**src/msgpack_value_skipper_top_assert.svh**
```systemverilog
// ----------------------------------------------------------------------------
// MessagePack value skipper assertion macros
// Concurrent check wrappers, compiled out for synthesis.
// ----------------------------------------------------------------------------
`ifndef MSGPACK_VALUE_SKIPPER_TOP_ASSERT_SVH
`define MSGPACK_VALUE_SKIPPER_TOP_ASSERT_SVH

`ifndef SYNTHESIS
`define MSGVS_ASSERT(label, clk, rst_n, prop, msg) \
	label: assert property (@(posedge clk) disable iff (!rst_n) prop) else $error(msg);
`define MSGVS_ASSERT_ALWAYS(label, clk, prop, msg) \
	label: assert property (@(posedge clk) prop) else $error(msg);
`else
`define MSGVS_ASSERT(label, clk, rst_n, prop, msg)
`define MSGVS_ASSERT_ALWAYS(label, clk, prop, msg)
`endif

`endif

```
**src/msgvs_pkg.sv**
```systemverilog
// ----------------------------------------------------------------------------
// MessagePack value skipper package
// Shared widths, depths and the stack RAM request type.
// ----------------------------------------------------------------------------
package msgvs_pkg;

	localparam int STACK_DEPTH = 32;
	localparam int ADDR_W      = $clog2(STACK_DEPTH);
	localparam int LEVEL_W     = 6;
	localparam int CNT_W       = 33;
	localparam int LEN_W       = 32;
	localparam int BYTE_W      = 8;
	localparam int STATUS_W    = 3;
	localparam int MAX_DEPTH   = 31;

	typedef struct packed {
		logic              we;
		logic [ADDR_W-1:0] waddr;
		logic [CNT_W-1:0]  wdata;
		logic              re;
		logic [ADDR_W-1:0] raddr;
	} ram_req_t;

endpackage

```
**src/msgvs_in_if.sv**
```systemverilog
// ----------------------------------------------------------------------------
// MessagePack value skipper input channel
// Carries one payload byte per word with its end-of-payload mark.
// ----------------------------------------------------------------------------
interface msgvs_in_if;
	import msgvs_pkg::*;

	logic              valid;
	logic              ready;
	logic [BYTE_W-1:0] data_byte;
	logic              end_of_payload;

	modport source (output valid, output data_byte, output end_of_payload, input ready);
	modport sink (input valid, input data_byte, input end_of_payload, output ready);
endinterface

```
**src/msgvs_out_if.sv**
```systemverilog
// ----------------------------------------------------------------------------
// MessagePack value skipper result channel
// Carries the per-byte status and the open container count.
// ----------------------------------------------------------------------------
interface msgvs_out_if;
	import msgvs_pkg::*;

	logic                valid;
	logic                ready;
	logic [STATUS_W-1:0] status;
	logic [LEVEL_W-1:0]  nesting_level;

	modport source (output valid, output status, output nesting_level, input ready);
	modport sink (input valid, input status, input nesting_level, output ready);
endinterface

```
**src/msgvs_stack_ram.sv**
```systemverilog
// ----------------------------------------------------------------------------
// MessagePack value skipper stack RAM
// Remaining element counts of open containers, one write and one
// registered read per cycle.
// ----------------------------------------------------------------------------
module msgvs_stack_ram (
	input  logic                        clk,
	input  msgvs_pkg::ram_req_t         req,
	output logic [msgvs_pkg::CNT_W-1:0] rdata
);
	import msgvs_pkg::*;

	logic [CNT_W-1:0] mem_q [STACK_DEPTH];
	logic [CNT_W-1:0] rdata_q;

	always_ff @(posedge clk) begin
		if (req.we) begin
			mem_q[req.waddr] <= req.wdata;
		end
		if (req.re) begin
			rdata_q <= mem_q[req.raddr];
		end
	end

	assign rdata = rdata_q;
endmodule

```
**src/msgvs_core.sv**
```systemverilog
// ----------------------------------------------------------------------------
// MessagePack value skipper parser core
// Decodes tags and headers, pushes and pops the count stack through the
// stack RAM, and holds the result word until it is taken.
// ----------------------------------------------------------------------------
`include "msgpack_value_skipper_top_assert.svh"

module msgvs_core (
	input  logic                        clk,
	input  logic                        arst_n,
	msgvs_in_if.sink                    stream,
	msgvs_out_if.source                 result,
	output msgvs_pkg::ram_req_t         ram_req,
	input  logic [msgvs_pkg::CNT_W-1:0] ram_rdata
);
	import msgvs_pkg::*;

	localparam logic [STATUS_W-1:0] ST_BUSY   = 3'd0;
	localparam logic [STATUS_W-1:0] ST_DONE   = 3'd1;
	localparam logic [STATUS_W-1:0] ST_BADTAG = 3'd2;
	localparam logic [STATUS_W-1:0] ST_DEEP   = 3'd3;
	localparam logic [STATUS_W-1:0] ST_TRUNC  = 3'd4;

	localparam logic [2:0] K_TAG  = 3'd0;
	localparam logic [2:0] K_LEN  = 3'd1;
	localparam logic [2:0] K_LENX = 3'd2;
	localparam logic [2:0] K_ARR  = 3'd3;
	localparam logic [2:0] K_MAP  = 3'd4;
	localparam logic [2:0] K_SKIP = 3'd5;

	typedef enum logic [1:0] {S_IDLE, S_EXEC, S_POP, S_EMIT} state_t;
	typedef enum logic [2:0] {A_NONE, A_FINISH, A_SKIP, A_OPEN, A_HDR, A_ERR} act_t;

	typedef struct packed {
		act_t             act;
		logic [CNT_W-1:0] amt;
		logic [2:0]       kind;
		logic [2:0]       nb;
	} tag_dec_t;

	function automatic tag_dec_t tag_decode(input logic [BYTE_W-1:0] t);
		tag_dec_t d;
		d.act  = A_ERR;
		d.amt  = '0;
		d.kind = K_TAG;
		d.nb   = 3'd0;
		if (t <= 8'h7f || t >= 8'he0 || t == 8'hc0 || t == 8'hc2 || t == 8'hc3) begin
			d.act = A_FINISH;
		end else if ((t & 8'he0) == 8'ha0) begin
			d.act = A_SKIP;
			d.amt = CNT_W'(t[4:0]);
		end else if (t[7:4] == 4'h9) begin
			d.act = A_OPEN;
			d.amt = CNT_W'(t[3:0]);
		end else if (t[7:4] == 4'h8) begin
			d.act = A_OPEN;
			d.amt = CNT_W'({t[3:0], 1'b0});
		end else begin
			unique case (t)
				8'hc4, 8'hd9: begin d.act = A_HDR; d.kind = K_LEN;  d.nb = 3'd1; end
				8'hc5, 8'hda: begin d.act = A_HDR; d.kind = K_LEN;  d.nb = 3'd2; end
				8'hc6, 8'hdb: begin d.act = A_HDR; d.kind = K_LEN;  d.nb = 3'd4; end
				8'hc7: begin d.act = A_HDR; d.kind = K_LENX; d.nb = 3'd1; end
				8'hc8: begin d.act = A_HDR; d.kind = K_LENX; d.nb = 3'd2; end
				8'hc9: begin d.act = A_HDR; d.kind = K_LENX; d.nb = 3'd4; end
				8'hca, 8'hce, 8'hd2: begin d.act = A_SKIP; d.amt = CNT_W'(4); end
				8'hcb, 8'hcf, 8'hd3: begin d.act = A_SKIP; d.amt = CNT_W'(8); end
				8'hcc, 8'hd0: begin d.act = A_SKIP; d.amt = CNT_W'(1); end
				8'hcd, 8'hd1, 8'hd4: begin d.act = A_SKIP; d.amt = CNT_W'(2); end
				8'hd5: begin d.act = A_SKIP; d.amt = CNT_W'(3); end
				8'hd6: begin d.act = A_SKIP; d.amt = CNT_W'(5); end
				8'hd7: begin d.act = A_SKIP; d.amt = CNT_W'(9); end
				8'hd8: begin d.act = A_SKIP; d.amt = CNT_W'(17); end
				8'hdc: begin d.act = A_HDR; d.kind = K_ARR; d.nb = 3'd2; end
				8'hdd: begin d.act = A_HDR; d.kind = K_ARR; d.nb = 3'd4; end
				8'hde: begin d.act = A_HDR; d.kind = K_MAP; d.nb = 3'd2; end
				8'hdf: begin d.act = A_HDR; d.kind = K_MAP; d.nb = 3'd4; end
				default: d.act = A_ERR;
			endcase
		end
		return d;
	endfunction

	state_t              state_q, state_n;
	logic [LEVEL_W-1:0]  level_q, level_n;
	logic [CNT_W-1:0]    skip_q, skip_n;
	logic [2:0]          hl_q, hl_n;
	logic [LEN_W-1:0]    acc_q, acc_n;
	logic [2:0]          kind_q, kind_n;
	logic                err_q, err_n;
	logic [STATUS_W-1:0] st_q, st;
	logic [BYTE_W-1:0]   byte_s1;
	logic                last_s1;
	logic                out_valid_q;
	logic [STATUS_W-1:0] out_status_q;
	logic [LEVEL_W-1:0]  out_level_q;

	logic                done, fin, out_free, load, clear_evt, trunc;
	act_t                act;
	logic [CNT_W-1:0]    amt, skip_dec, left;
	logic [STATUS_W-1:0] code;
	logic [2:0]          hkind, hnb, hl_dec;
	logic [LEN_W-1:0]    acc_shift;
	logic [LEVEL_W-1:0]  lvl_m1, lvl_m2;
	tag_dec_t            dec;

	assign lvl_m1 = level_q - LEVEL_W'(1);
	assign lvl_m2 = level_q - LEVEL_W'(2);

	always_comb begin
		state_n   = state_q;
		level_n   = level_q;
		skip_n    = skip_q;
		hl_n      = hl_q;
		acc_n     = acc_q;
		kind_n    = kind_q;
		err_n     = err_q;
		st        = ST_BUSY;
		done      = 1'b0;
		fin       = 1'b0;
		act       = A_NONE;
		amt       = '0;
		code      = ST_BADTAG;
		hkind     = K_TAG;
		hnb       = 3'd0;
		hl_dec    = 3'd0;
		acc_shift = '0;
		skip_dec  = '0;
		left      = '0;
		dec       = '0;
		ram_req   = '0;
		unique case (state_q)
			S_IDLE: begin
				if (stream.valid) begin
					state_n = S_EXEC;
				end
			end
			S_EXEC: begin
				if (err_q) begin
					st   = kind_q;
					done = 1'b1;
				end else begin
					unique case (kind_q)
						K_LEN, K_LENX, K_ARR, K_MAP: begin
							acc_shift = {acc_q[LEN_W-BYTE_W-1:0], byte_s1};
							acc_n     = acc_shift;
							hl_dec    = (hl_q != 3'd0) ? hl_q - 3'd1 : 3'd0;
							hl_n      = hl_dec;
							if (hl_dec != 3'd0) begin
								act = A_NONE;
							end else begin
								unique case (kind_q)
									K_LEN: begin
										act = A_SKIP;
										amt = {1'b0, acc_shift};
									end
									K_LENX: begin
										act = A_SKIP;
										amt = {1'b0, acc_shift} + CNT_W'(1);
									end
									K_ARR: begin
										act = A_OPEN;
										amt = {1'b0, acc_shift};
									end
									default: begin
										act = A_OPEN;
										amt = {acc_shift, 1'b0};
									end
								endcase
							end
						end
						K_SKIP: begin
							skip_dec = skip_q - CNT_W'(1);
							skip_n   = skip_dec;
							act      = (skip_dec == '0) ? A_FINISH : A_NONE;
						end
						default: begin
							if ({26'd0, level_q} > 32'(MAX_DEPTH)) begin
								act  = A_ERR;
								code = ST_DEEP;
							end else begin
								dec   = tag_decode(byte_s1);
								act   = dec.act;
								amt   = dec.amt;
								hkind = dec.kind;
								hnb   = dec.nb;
							end
						end
					endcase
					unique case (act)
						A_NONE: done = 1'b1;
						A_FINISH: fin = 1'b1;
						A_SKIP: begin
							if (amt == '0) begin
								fin = 1'b1;
							end else begin
								skip_n = amt;
								kind_n = K_SKIP;
								done   = 1'b1;
							end
						end
						A_OPEN: begin
							if (amt == '0) begin
								fin = 1'b1;
							end else if (level_q == LEVEL_W'(STACK_DEPTH)) begin
								err_n  = 1'b1;
								kind_n = ST_DEEP;
								st     = ST_DEEP;
								done   = 1'b1;
							end else begin
								ram_req.we    = 1'b1;
								ram_req.waddr = level_q[ADDR_W-1:0];
								ram_req.wdata = amt;
								level_n       = level_q + LEVEL_W'(1);
								kind_n        = K_TAG;
								done          = 1'b1;
							end
						end
						A_HDR: begin
							kind_n = hkind;
							hl_n   = hnb;
							acc_n  = '0;
							done   = 1'b1;
						end
						default: begin
							err_n  = 1'b1;
							kind_n = code;
							st     = code;
							done   = 1'b1;
						end
					endcase
					// close the value: walk the open containers
					if (fin) begin
						kind_n = K_TAG;
						if (level_q == '0) begin
							st   = ST_DONE;
							done = 1'b1;
						end else begin
							ram_req.re    = 1'b1;
							ram_req.raddr = lvl_m1[ADDR_W-1:0];
							state_n       = S_POP;
						end
					end
				end
			end
			S_POP: begin
				left          = ram_rdata - CNT_W'(1);
				ram_req.we    = 1'b1;
				ram_req.waddr = lvl_m1[ADDR_W-1:0];
				ram_req.wdata = left;
				if (left != '0) begin
					done = 1'b1;
				end else begin
					level_n = lvl_m1;
					if (lvl_m1 == '0) begin
						st   = ST_DONE;
						done = 1'b1;
					end else begin
						ram_req.re    = 1'b1;
						ram_req.raddr = lvl_m2[ADDR_W-1:0];
					end
				end
			end
			S_EMIT: begin
				st   = st_q;
				done = 1'b1;
			end
			default: state_n = S_IDLE;
		endcase
	end

	assign out_free  = !out_valid_q || result.ready;
	assign load      = done && out_free;
	assign clear_evt = load && last_s1;
	assign trunc     = last_s1 && !err_n && (level_n != '0 || kind_n != K_TAG);

	always_ff @(posedge clk or negedge arst_n) begin
		if (!arst_n) begin
			state_q      <= S_IDLE;
			level_q      <= '0;
			skip_q       <= '0;
			hl_q         <= '0;
			acc_q        <= '0;
			kind_q       <= K_TAG;
			err_q        <= 1'b0;
			st_q         <= ST_BUSY;
			byte_s1      <= '0;
			last_s1      <= 1'b0;
			out_valid_q  <= 1'b0;
			out_status_q <= ST_BUSY;
			out_level_q  <= '0;
		end else begin
			if (result.ready && !load) begin
				out_valid_q <= 1'b0;
			end
			if (state_q == S_IDLE && stream.valid) begin
				byte_s1 <= stream.data_byte;
				last_s1 <= stream.end_of_payload;
			end
			if (load) begin
				out_valid_q  <= 1'b1;
				out_status_q <= trunc ? ST_TRUNC : st;
				out_level_q  <= level_n;
				state_q      <= S_IDLE;
			end else if (done) begin
				st_q    <= st;
				state_q <= S_EMIT;
			end else begin
				state_q <= state_n;
			end
			// drop the parse state at the end of the payload
			if (clear_evt) begin
				level_q <= '0;
				skip_q  <= '0;
				hl_q    <= '0;
				acc_q   <= '0;
				kind_q  <= K_TAG;
				err_q   <= 1'b0;
			end else begin
				level_q <= level_n;
				skip_q  <= skip_n;
				hl_q    <= hl_n;
				acc_q   <= acc_n;
				kind_q  <= kind_n;
				err_q   <= err_n;
			end
		end
	end

	assign stream.ready         = (state_q == S_IDLE);
	assign result.valid         = out_valid_q;
	assign result.status        = out_status_q;
	assign result.nesting_level = out_level_q;

	`MSGVS_ASSERT(a_level_range, clk, arst_n, level_q <= LEVEL_W'(STACK_DEPTH), "stack level overflow")
	`MSGVS_ASSERT(a_pop_nonempty, clk, arst_n, state_q == S_POP |-> level_q != '0, "pop on empty stack")
	`MSGVS_ASSERT(a_err_sticky, clk, arst_n, err_q && !clear_evt |=> err_q, "error flag dropped early")
	`MSGVS_ASSERT(a_err_code, clk, arst_n, err_q |-> (kind_q == ST_BADTAG || kind_q == ST_DEEP), "bad error code held")
	`MSGVS_ASSERT_ALWAYS(a_ram_split, clk, ram_req.we && ram_req.re |-> ram_req.waddr != ram_req.raddr, "stack read and write collide")
endmodule

```
**src/msgpack_value_skipper_top.sv**
```systemverilog
// ----------------------------------------------------------------------------
// MessagePack value skipper top level
// Finds where each complete top-level MessagePack value ends, one byte per
// input word, and reports a status and the open container count per byte.
// ----------------------------------------------------------------------------
// Each byte is first registered and then decoded against the parse state.
// When a byte ends a value inside open containers, the counts are walked in
// the 32-entry stack RAM one container at a time, paced by its synchronous read port.
// The result word waits in an output register, so the next byte is taken
// while the previous result is still unread. The stack RAM needs no clearing
// after reset; the block accepts bytes at once.
module msgpack_value_skipper_top (
	input logic         clk,
	input logic         arst_n,
	msgvs_in_if.sink    stream,
	msgvs_out_if.source result
);
	import msgvs_pkg::*;

	ram_req_t         ram_req;
	logic [CNT_W-1:0] ram_rdata;

	msgvs_core u_core (
		.clk       (clk),
		.arst_n    (arst_n),
		.stream    (stream),
		.result    (result),
		.ram_req   (ram_req),
		.ram_rdata (ram_rdata)
	);

	msgvs_stack_ram u_stack (
		.clk   (clk),
		.req   (ram_req),
		.rdata (ram_rdata)
	);
endmodule

```
**src/flat_wrapper.sv**
```systemverilog
// flat-port wrapper written by rule: the top's interface ports become plain ports
module msgpack_value_skipper_top_flat import msgvs_pkg::*;
  (clk, arst_n, stream_valid, stream_data_byte, stream_end_of_payload, stream_ready, result_valid, result_status, result_nesting_level, result_ready);
  msgvs_in_if stream_i ();
  msgvs_out_if result_i ();
  input logic clk;
  input logic arst_n;
  input wire logic [$bits(stream_i.valid)-1:0] stream_valid;
  input wire logic [$bits(stream_i.data_byte)-1:0] stream_data_byte;
  input wire logic [$bits(stream_i.end_of_payload)-1:0] stream_end_of_payload;
  output wire logic [$bits(stream_i.ready)-1:0] stream_ready;
  output wire logic [$bits(result_i.valid)-1:0] result_valid;
  output wire logic [$bits(result_i.status)-1:0] result_status;
  output wire logic [$bits(result_i.nesting_level)-1:0] result_nesting_level;
  input wire logic [$bits(result_i.ready)-1:0] result_ready;
  assign stream_i.valid = stream_valid;
  assign stream_i.data_byte = stream_data_byte;
  assign stream_i.end_of_payload = stream_end_of_payload;
  assign stream_ready = stream_i.ready;
  assign result_valid = result_i.valid;
  assign result_status = result_i.status;
  assign result_nesting_level = result_i.nesting_level;
  assign result_i.ready = result_ready;
  msgpack_value_skipper_top u_core (.clk(clk), .arst_n(arst_n), .stream(stream_i), .result(result_i));
endmodule
```
**config.mk**
```make
export PLATFORM = sky130hd
export DESIGN_NAME = msgpack_value_skipper_top_flat
export DESIGN_NICKNAME = d
export VERILOG_FILES = /design/src/msgvs_pkg.sv /design/src/msgvs_in_if.sv /design/src/msgvs_out_if.sv /design/src/msgvs_stack_ram.sv /design/src/msgvs_core.sv /design/src/msgpack_value_skipper_top.sv /design/src/flat_wrapper.sv
export VERILOG_INCLUDE_DIRS = /design/src /design/src/src
export SDC_FILE = /design/constraint.sdc
export NUM_CORES = 2
export LEC_CHECK = 0
export BUFFER_PORTS_ARGS = -buffer_cell sky130_fd_sc_hd__buf_2
export CORE_MARGIN = 10
export CORE_UTILIZATION = 45
export DETAILED_ROUTE_END_ITERATION = 10
export HOLD_SLACK_MARGIN = 0.03
export PLACE_DENSITY = 0.61
export SYNTH_ARGS = -nofsm -noshare
export SYNTH_HDL_FRONTEND = slang
export SYNTH_SLANG_ARGS = --single-unit
export TNS_END_PERCENT = 100
```
**constraint.sdc**
```tcl
create_clock -name clk -period 5.1 [get_ports clk]
set_clock_uncertainty 0.2 [all_clocks]
set_input_delay 0.765 -clock clk [delete_from_list [all_inputs] [get_ports clk]]
set_output_delay 0.765 -clock clk [all_outputs]
set_load 0.02 [all_outputs]
```
### Word level (Yosys, flattened, before mapping)

Memory sizes are Yosys's and may differ from the RTL's. A register that Yosys moved wholly into a read port is not among the register bits.
Index checks and enable logic that the tools add are counted.
W data, S select, Z words.

* reduce and logical (&&, ||, !) cells: 50
* equality and inequality tests: 52
* bitwise logic cells: 1
* shifts and indexed selects: 0
* $add $sub $neg: 7
* multipliers: 0
* div/mod/pow operators: 0
* order comparisons: 3
* mux-type cells: 109

Operator list (count)
* $mux W33: 10
* $eq A8 B8 Y1 const B: 31
* $mux W39: 4
* $pmux W33 S2: 2
* $mux W24: 5
* $mux W36: 3
* $pmux W45 S2: 1
* $mux W6: 13
* $mux W3: 24
* $logic_not A33 Y1: 2
* $sub A33 B1 Y33 const B: 2
* $pmux W6 S10: 1
* $mux W45: 1
* $pmux W5 S8: 1
* $add A32 B1 Y33 const B: 1
* $reduce_bool A33 Y1: 1
* $mux W1: 24
* $mux W2: 9
* $pmux W3 S2: 3
* $reduce_or A2 Y1: 8
* $reduce_or A15 Y1: 1
* $reduce_or A13 Y1: 1
* $eq A3 B2 Y1 const B: 4
* $eq A3 B3 Y1 const B: 4
* other kinds (38): 66

* register bits: 94
* memory bits (read-only): 0
* input port bits: 13
* RAM bits: 1056
* bits in latches: 0
* memories: 1
* output and inout bits: 11
* word-level logic and storage cells: 236

Memories
* u_core.u_stack.mem_q: words 32, bits a word 33, rd ports 1, clocked after Yosys merged registers in 1, write ports 1, line msgvs_stack_ram.sv:13 `logic [CNT_W-1:0] mem_q [STACK_DEPTH];`

### Depth between registers and ports, before layout

* depth in word-level cells: 24
* depth in mapped cells: 20

### Cells and area by module

Synthesis repeated with hierarchy kept, for this count alone.

* cell total of the unflattened synthesis: 3719
* area, all modules: 52152.5 sq um

Modules (own cells, without submodules)
* msgvs_stack_ram: seq. area each 32701.4 sq um, area each 42144.2 sq um, cells each 2332, instances 1
* msgvs_core: seq. area each 2352.3 sq um, area each 10008.3 sq um, cells each 1387, instances 1

### Least setup slack after synthesis

Ideal clock, no wire load.

* kind: reg2reg
* from: reg u_core.u_core.skip_q[2]
* to: mem u_core.u_stack.mem_q[10][0] (enable)
* clock period less this slack: 5.630 ns
* arrival time: 5.007 ns
* setup slack: -0.530 ns
* setup time: 0.423 ns
* data required time: 4.477 ns
* cell stages (with the launch flop): 16
* buffers on the path: 2
* cell sequence: dfrtp_1 clkbuf_1 or4_4 nor4_4 nand2_1 or4_1 nand3_1 a31o_2 buf_2 nand3_1 nor2_1 nand2_1 o21ai_1 nand3_1 or3_1 nor2_1

* longest elaborated chain between the ends: 12

RTL lines
* start: declaration: line msgvs_core.sv:86 `logic [CNT_W-1:0] skip_q, skip_n;`
* start signal: assignment: line msgvs_core.sv:321 `skip_q <= skip_n;`
* $sub A33 B1 Y33 (*): line msgvs_core.sv:173 `skip_dec = skip_q - CNT_W'(1);`
* $logic_not A33 Y1 (*): line msgvs_core.sv:175 `act = (skip_dec == '0) ? A_FINISH : A_NONE;`
* $mux W1 (*): line msgvs_core.sv:175
* $pmux W3 S2 (*): line msgvs_core.sv:143 `unique case (kind_q)`
* $mux W3 (*): line msgvs_core.sv:139 `if (err_q) begin`
* $mux W3 (*): line msgvs_core.sv:132 `unique case (state_q)`
* $eq A3 B2 Y1 (*): line msgvs_core.sv:190 `unique case (act)`
* $mux W39 (*): line msgvs_core.sv:190
* $mux W45 (*): line msgvs_core.sv:139
* $pmux W45 S2 (*): line msgvs_core.sv:132
* $mux W1: line msgvs_stack_ram.sv:17 `if (req.we) begin`
* $mux W1 (not written as such): line msgvs_stack_ram.sv:18 `mem_q[req.waddr] <= req.wdata;`
* end: declaration: line msgvs_stack_ram.sv:13

Every way passes the cells marked *; elsewhere a longest branch is shown, timed or not. The select of a mux whose other input is x is not followed.

### Worst setup path after layout

* from: reg u_core.u_core.kind_q[2]
* to: reg u_core.u_stack.rdata_q[6], in the netlist u_core.u_stack.rdata[6], read port of u_core.u_stack.mem_q, data pin

* longest elaborated chain between the ends: 15

RTL lines
* start: declaration: line msgvs_core.sv:89 `logic [2:0] kind_q, kind_n;`
* start signal: assignment: line msgvs_core.sv:324 `kind_q <= kind_n;`
* $eq A3 B1 Y1 or $eq A3 B2 Y1 (tied branches): line msgvs_core.sv:143, msgvs_core.sv:152
* $reduce_or A2 Y1 (no source line)
* $pmux W33 S2 or $mux W1 (tied branches): line msgvs_core.sv:152 `unique case (kind_q)`
* $mux W33 or $mux W2 (tied branches): line msgvs_core.sv:149 `if (hl_dec != 3'd0) begin`
* $pmux W33 S2 or $pmux W3 S2 (tied branches): line msgvs_core.sv:143
* $mux W33 or $mux W3 (tied branches): line msgvs_core.sv:139
* $mux W33 or $mux W3 (tied branches): line msgvs_core.sv:132
* $logic_not A33 Y1 or $eq A3 B2 Y1 (tied branches): line msgvs_core.sv:194, msgvs_core.sv:203, msgvs_core.sv:190
* $mux W1 or $reduce_or A2 Y1 (tied branches)
* $pmux W1 S2 (*): line msgvs_core.sv:190
* $mux W1 (*): line msgvs_core.sv:139
* $mux W1 (*): line msgvs_core.sv:132
* $mux W6 (*): line msgvs_core.sv:233 `if (fin) begin`
* $mux W45 (*): line msgvs_core.sv:139
* $pmux W45 S2 (*): line msgvs_core.sv:132
* end: declaration: line msgvs_stack_ram.sv:14 `logic [CNT_W-1:0] rdata_q;`

Marked as above.
A chain may end at the register's enable or synchronous reset.

==> flow_summary.toml <==
[drt]
drc = 0
drt_pass1_iterations = 5
avgViaCountPerCell = 6.07
totalWireLength_mm = 165
drt_iter0_markers = 4469
vias = 36700
wl_per_cell_um = 27.2
drtAntennaViolNets = 0

[timing]
drv_slew = 0
holdWs_ns = 0.0755
setup_viol = 0
slew_headroom = 0.160
fin_setup_tns_ns = 0
worstMarginPinSlew_ns = 1.26
fmax_mhz = 203
fin_crit_ns = 4.93
hold_viol = 0
setup_ws_ns = 0.166
finalCritPeriodShare = 0.968

[grt]
grt_pass1_vias = 35300
grt-ovfl-total = 0
grt_util_all_layers = 0.251
grt_antenna_before_repair = 2
grt_pass1_wl_mm = 240
grt_max_degree = 66

[cts]
htreeDepth = 3
cts_sinks = 1183
cts_root_buffer = "clkbuf_16"
cts_made_buffers = 120
clk_pin_slew_ns = 0.07
clock_path_buffers = 3
clkLatencyLatePin_ns = 0.75
cts_tree = "yes"

[layout]
fin_cells = 6050
layout_commonest_cell = "edfxtp_1"
postLayoutCellArea_mm2 = 0.0628
final_cell_mix = "1089 x edfxtp_1, 795 x nand2_1, 376 x buf_4"
drive_above_1_share = 0.198
nets = 4472
fin_util = 0.551
syn_to_final_growth_pct = 22.0

[worst_setup_path]
critPathLaunch = "u_core.u_core.kind_q[2]$_DFF_PN0_"
worst-path-max-fanout = 27
arrival_ns = 5.29
r2r-end = "u_core.u_stack.rdata[6]$_DFFE_PP_"
critical_path.endpoint = "u_core.u_stack.rdata[6]$_DFFE_PP_"
r2r_cells = 20
r2r_slack_ns = 0.17
criticalPathCategory = "reg2reg"
cp-end-kind = "flip-flop"
rr_startpoint = "u_core.u_core.kind_q[2]$_DFF_PN0_"
critPathLaunchType = "flip-flop"
required_ns = 5.46

[pwr]
vdd_drop_max_mv = 0.381
finalPower_mw = 31.6
cellPowerDensity_mw_per_mm2 = 503
p_leak_nw = 21.4

[die]
die_area_mm2 = 0.128
dieWidth_um = 358
start_util = 0.452
row_count = 124
io_pins = 24
design.core.area_mm2 = 0.114
die_height_um = 358

[yosys]
synth_flop_cell = "edfxtp_1"
synth_nets = 4059
synth.area.top_cells = "edfxtp_1 63%, nand2_1 5.8%, dfrtp_1 4.6%"
syn_area_per_cell_um2 = 12.8
synthArstFlopShare = 0.0795
synth_area_mm2 = 0.0515
synth_cells = 4026
ys_ff_latch = 1183
ys_warn_count = 0
seq_area_frac_synth = 0.681
synth_edf_count = 1089
synth_top_area_cell = "edfxtp_1"
ys_types = 104
synth_top_cell_area_share = 0.635

[placed_design]
gp_congestion = 0.939
postPlaceCellArea_mm2 = 0.0584
hpwl_mm = 105
place_ws_ns = -0.300
portBuffers = 23
placed_cells = 5806

[min_path]
whs_path_depth = 2
hold_start = "stream_end_of_payload"
min_path_type = "in2reg"

[run_status]
outcome = "finished, final reports clean"

[flow_run]
drv_cap = 0
==> timing repair <==
action / in CTS / in global routing
endpoints found under the hold margin: 64 / 0
gates cloned: 0 / 3
setup endpoints to repair: 8 / 1146
pin swaps: 1 / 14
buffers inserted: 3 / 16
gates resized for setup: 4 / 57
hold buffers: 1 / 0
==> final cells by class <==
type / count / area [µm²]
clock inverters: 85 / 826
clock buffers: 135 / 3060
well taps: 1512 / 1890
multi-input cells: 2536 / 15800
flip-flops and latches: 1183 / 35100
inverters: 42 / 158
diodes: 1 / 2.50
fillers: 9319 / 51200
repair buffers: 556 / 6050
==> Yosys cell counts (all sizes together) (40+ instances only) <==
cell type,instances
nor4,54
nand2,799
nand4,73
o21ai,54
nand3,208
nor2,252
nor3,70
inv,41
clkbuf,135
mux2i,182
a21oi,99
o2111ai,40
dfrtp,94
a32oi,181
o22ai,68
edfxtp,1089
buf,130
==> flip-flops by register name (all words and copies together), names as in the netlist, 6 cells and up <==
register                            count
u_core.u_stack.rdata                   33
u_core.u_core.byte_s1                   8
u_core.u_core.result.nesting_level      6
u_core.u_stack.mem_q                 1056
u_core.u_core.level_q                   6
u_core.u_core.skip_q                   33
u_core.u_core.acc_q                    24
==> report_power, final <==
part / internal, mW / leakage [nW] / switching, mW / total, mW
Clock: 4.88 / 1.87 / 3.81 / 8.69
Sequential: 12.0 / 11.3 / 0.384 / 12.4
Combinational: 3.74 / 8.19 / 6.78 / 10.5
Total: 20.7 / 21.4 / 11.0 / 31.6
==> worst min-delay path by stage <==
stage                                                              to
floorplan                           u_core.u_core.st_q[0]$_DFFE_PN0P_
global placement    u_core.u_core.result.nesting_level[0]$_DFFE_PN0P_
detailed placement  u_core.u_core.result.nesting_level[0]$_DFFE_PN0P_
CTS                                 u_core.u_core.last_s1$_DFFE_PN0P_
global route                        u_core.u_core.last_s1$_DFFE_PN0P_
finish                              u_core.u_core.last_s1$_DFFE_PN0P_
==> layer usage <==
| layer | track usage | vias to the layer above | share of wire |
|---|---|---|---|
| li1 | - | 16200 | - |
| met1 | 0.342 | 18400 | 0.41 |
| met2 | 0.411 | 1736 | 0.48 |
| met3 | 0.0411 | 313 | 0.083 |
| met4 | 0.0806 | 2 | 0.034 |
| met5 | 0 | - | 0.000097 |
==> cells by family (layout without fill, tap and decap cells) <==
kind of cell / count (synthesis) / count (layout) / share of synthesized area
buffers and inverters: 307 / 818 / 0.0259
adder cells (fa/ha/maj): 20 / 20 / 0.00486
XOR/XNOR: 47 / 47 / 0.00799
AO/OA/AOI/OAI: 657 / 657 / 0.0963
other: 0 / 1 / 0
flip-flops: 1183 / 1183 / 0.681
AND/OR/NAND/NOR: 1614 / 1614 / 0.145
multiplexers: 198 / 198 / 0.0389
==> critical path, stage by stage (launching register included) <==
cell and delay (ns):
dfrtp_1 0.40, buf_12 0.17, nor3b_2 0.40, nand4_1 0.13
buf_4 0.20, o31ai_1 0.47, o211a_1 0.29, nand3b_1 0.14
nor4_2 0.04, buf_4 0.18, nand4_4 0.12, buf_4 0.13
a21o_1 0.21, and2_4 0.26, buf_12 0.16, buf_12 0.19
buf_12 0.20, nand2_1 0.08, a32oi_1 0.28, o2111ai_1 0.22
nor3_1 0.22
No activity file was read; power rests on OpenSTA's default activity.
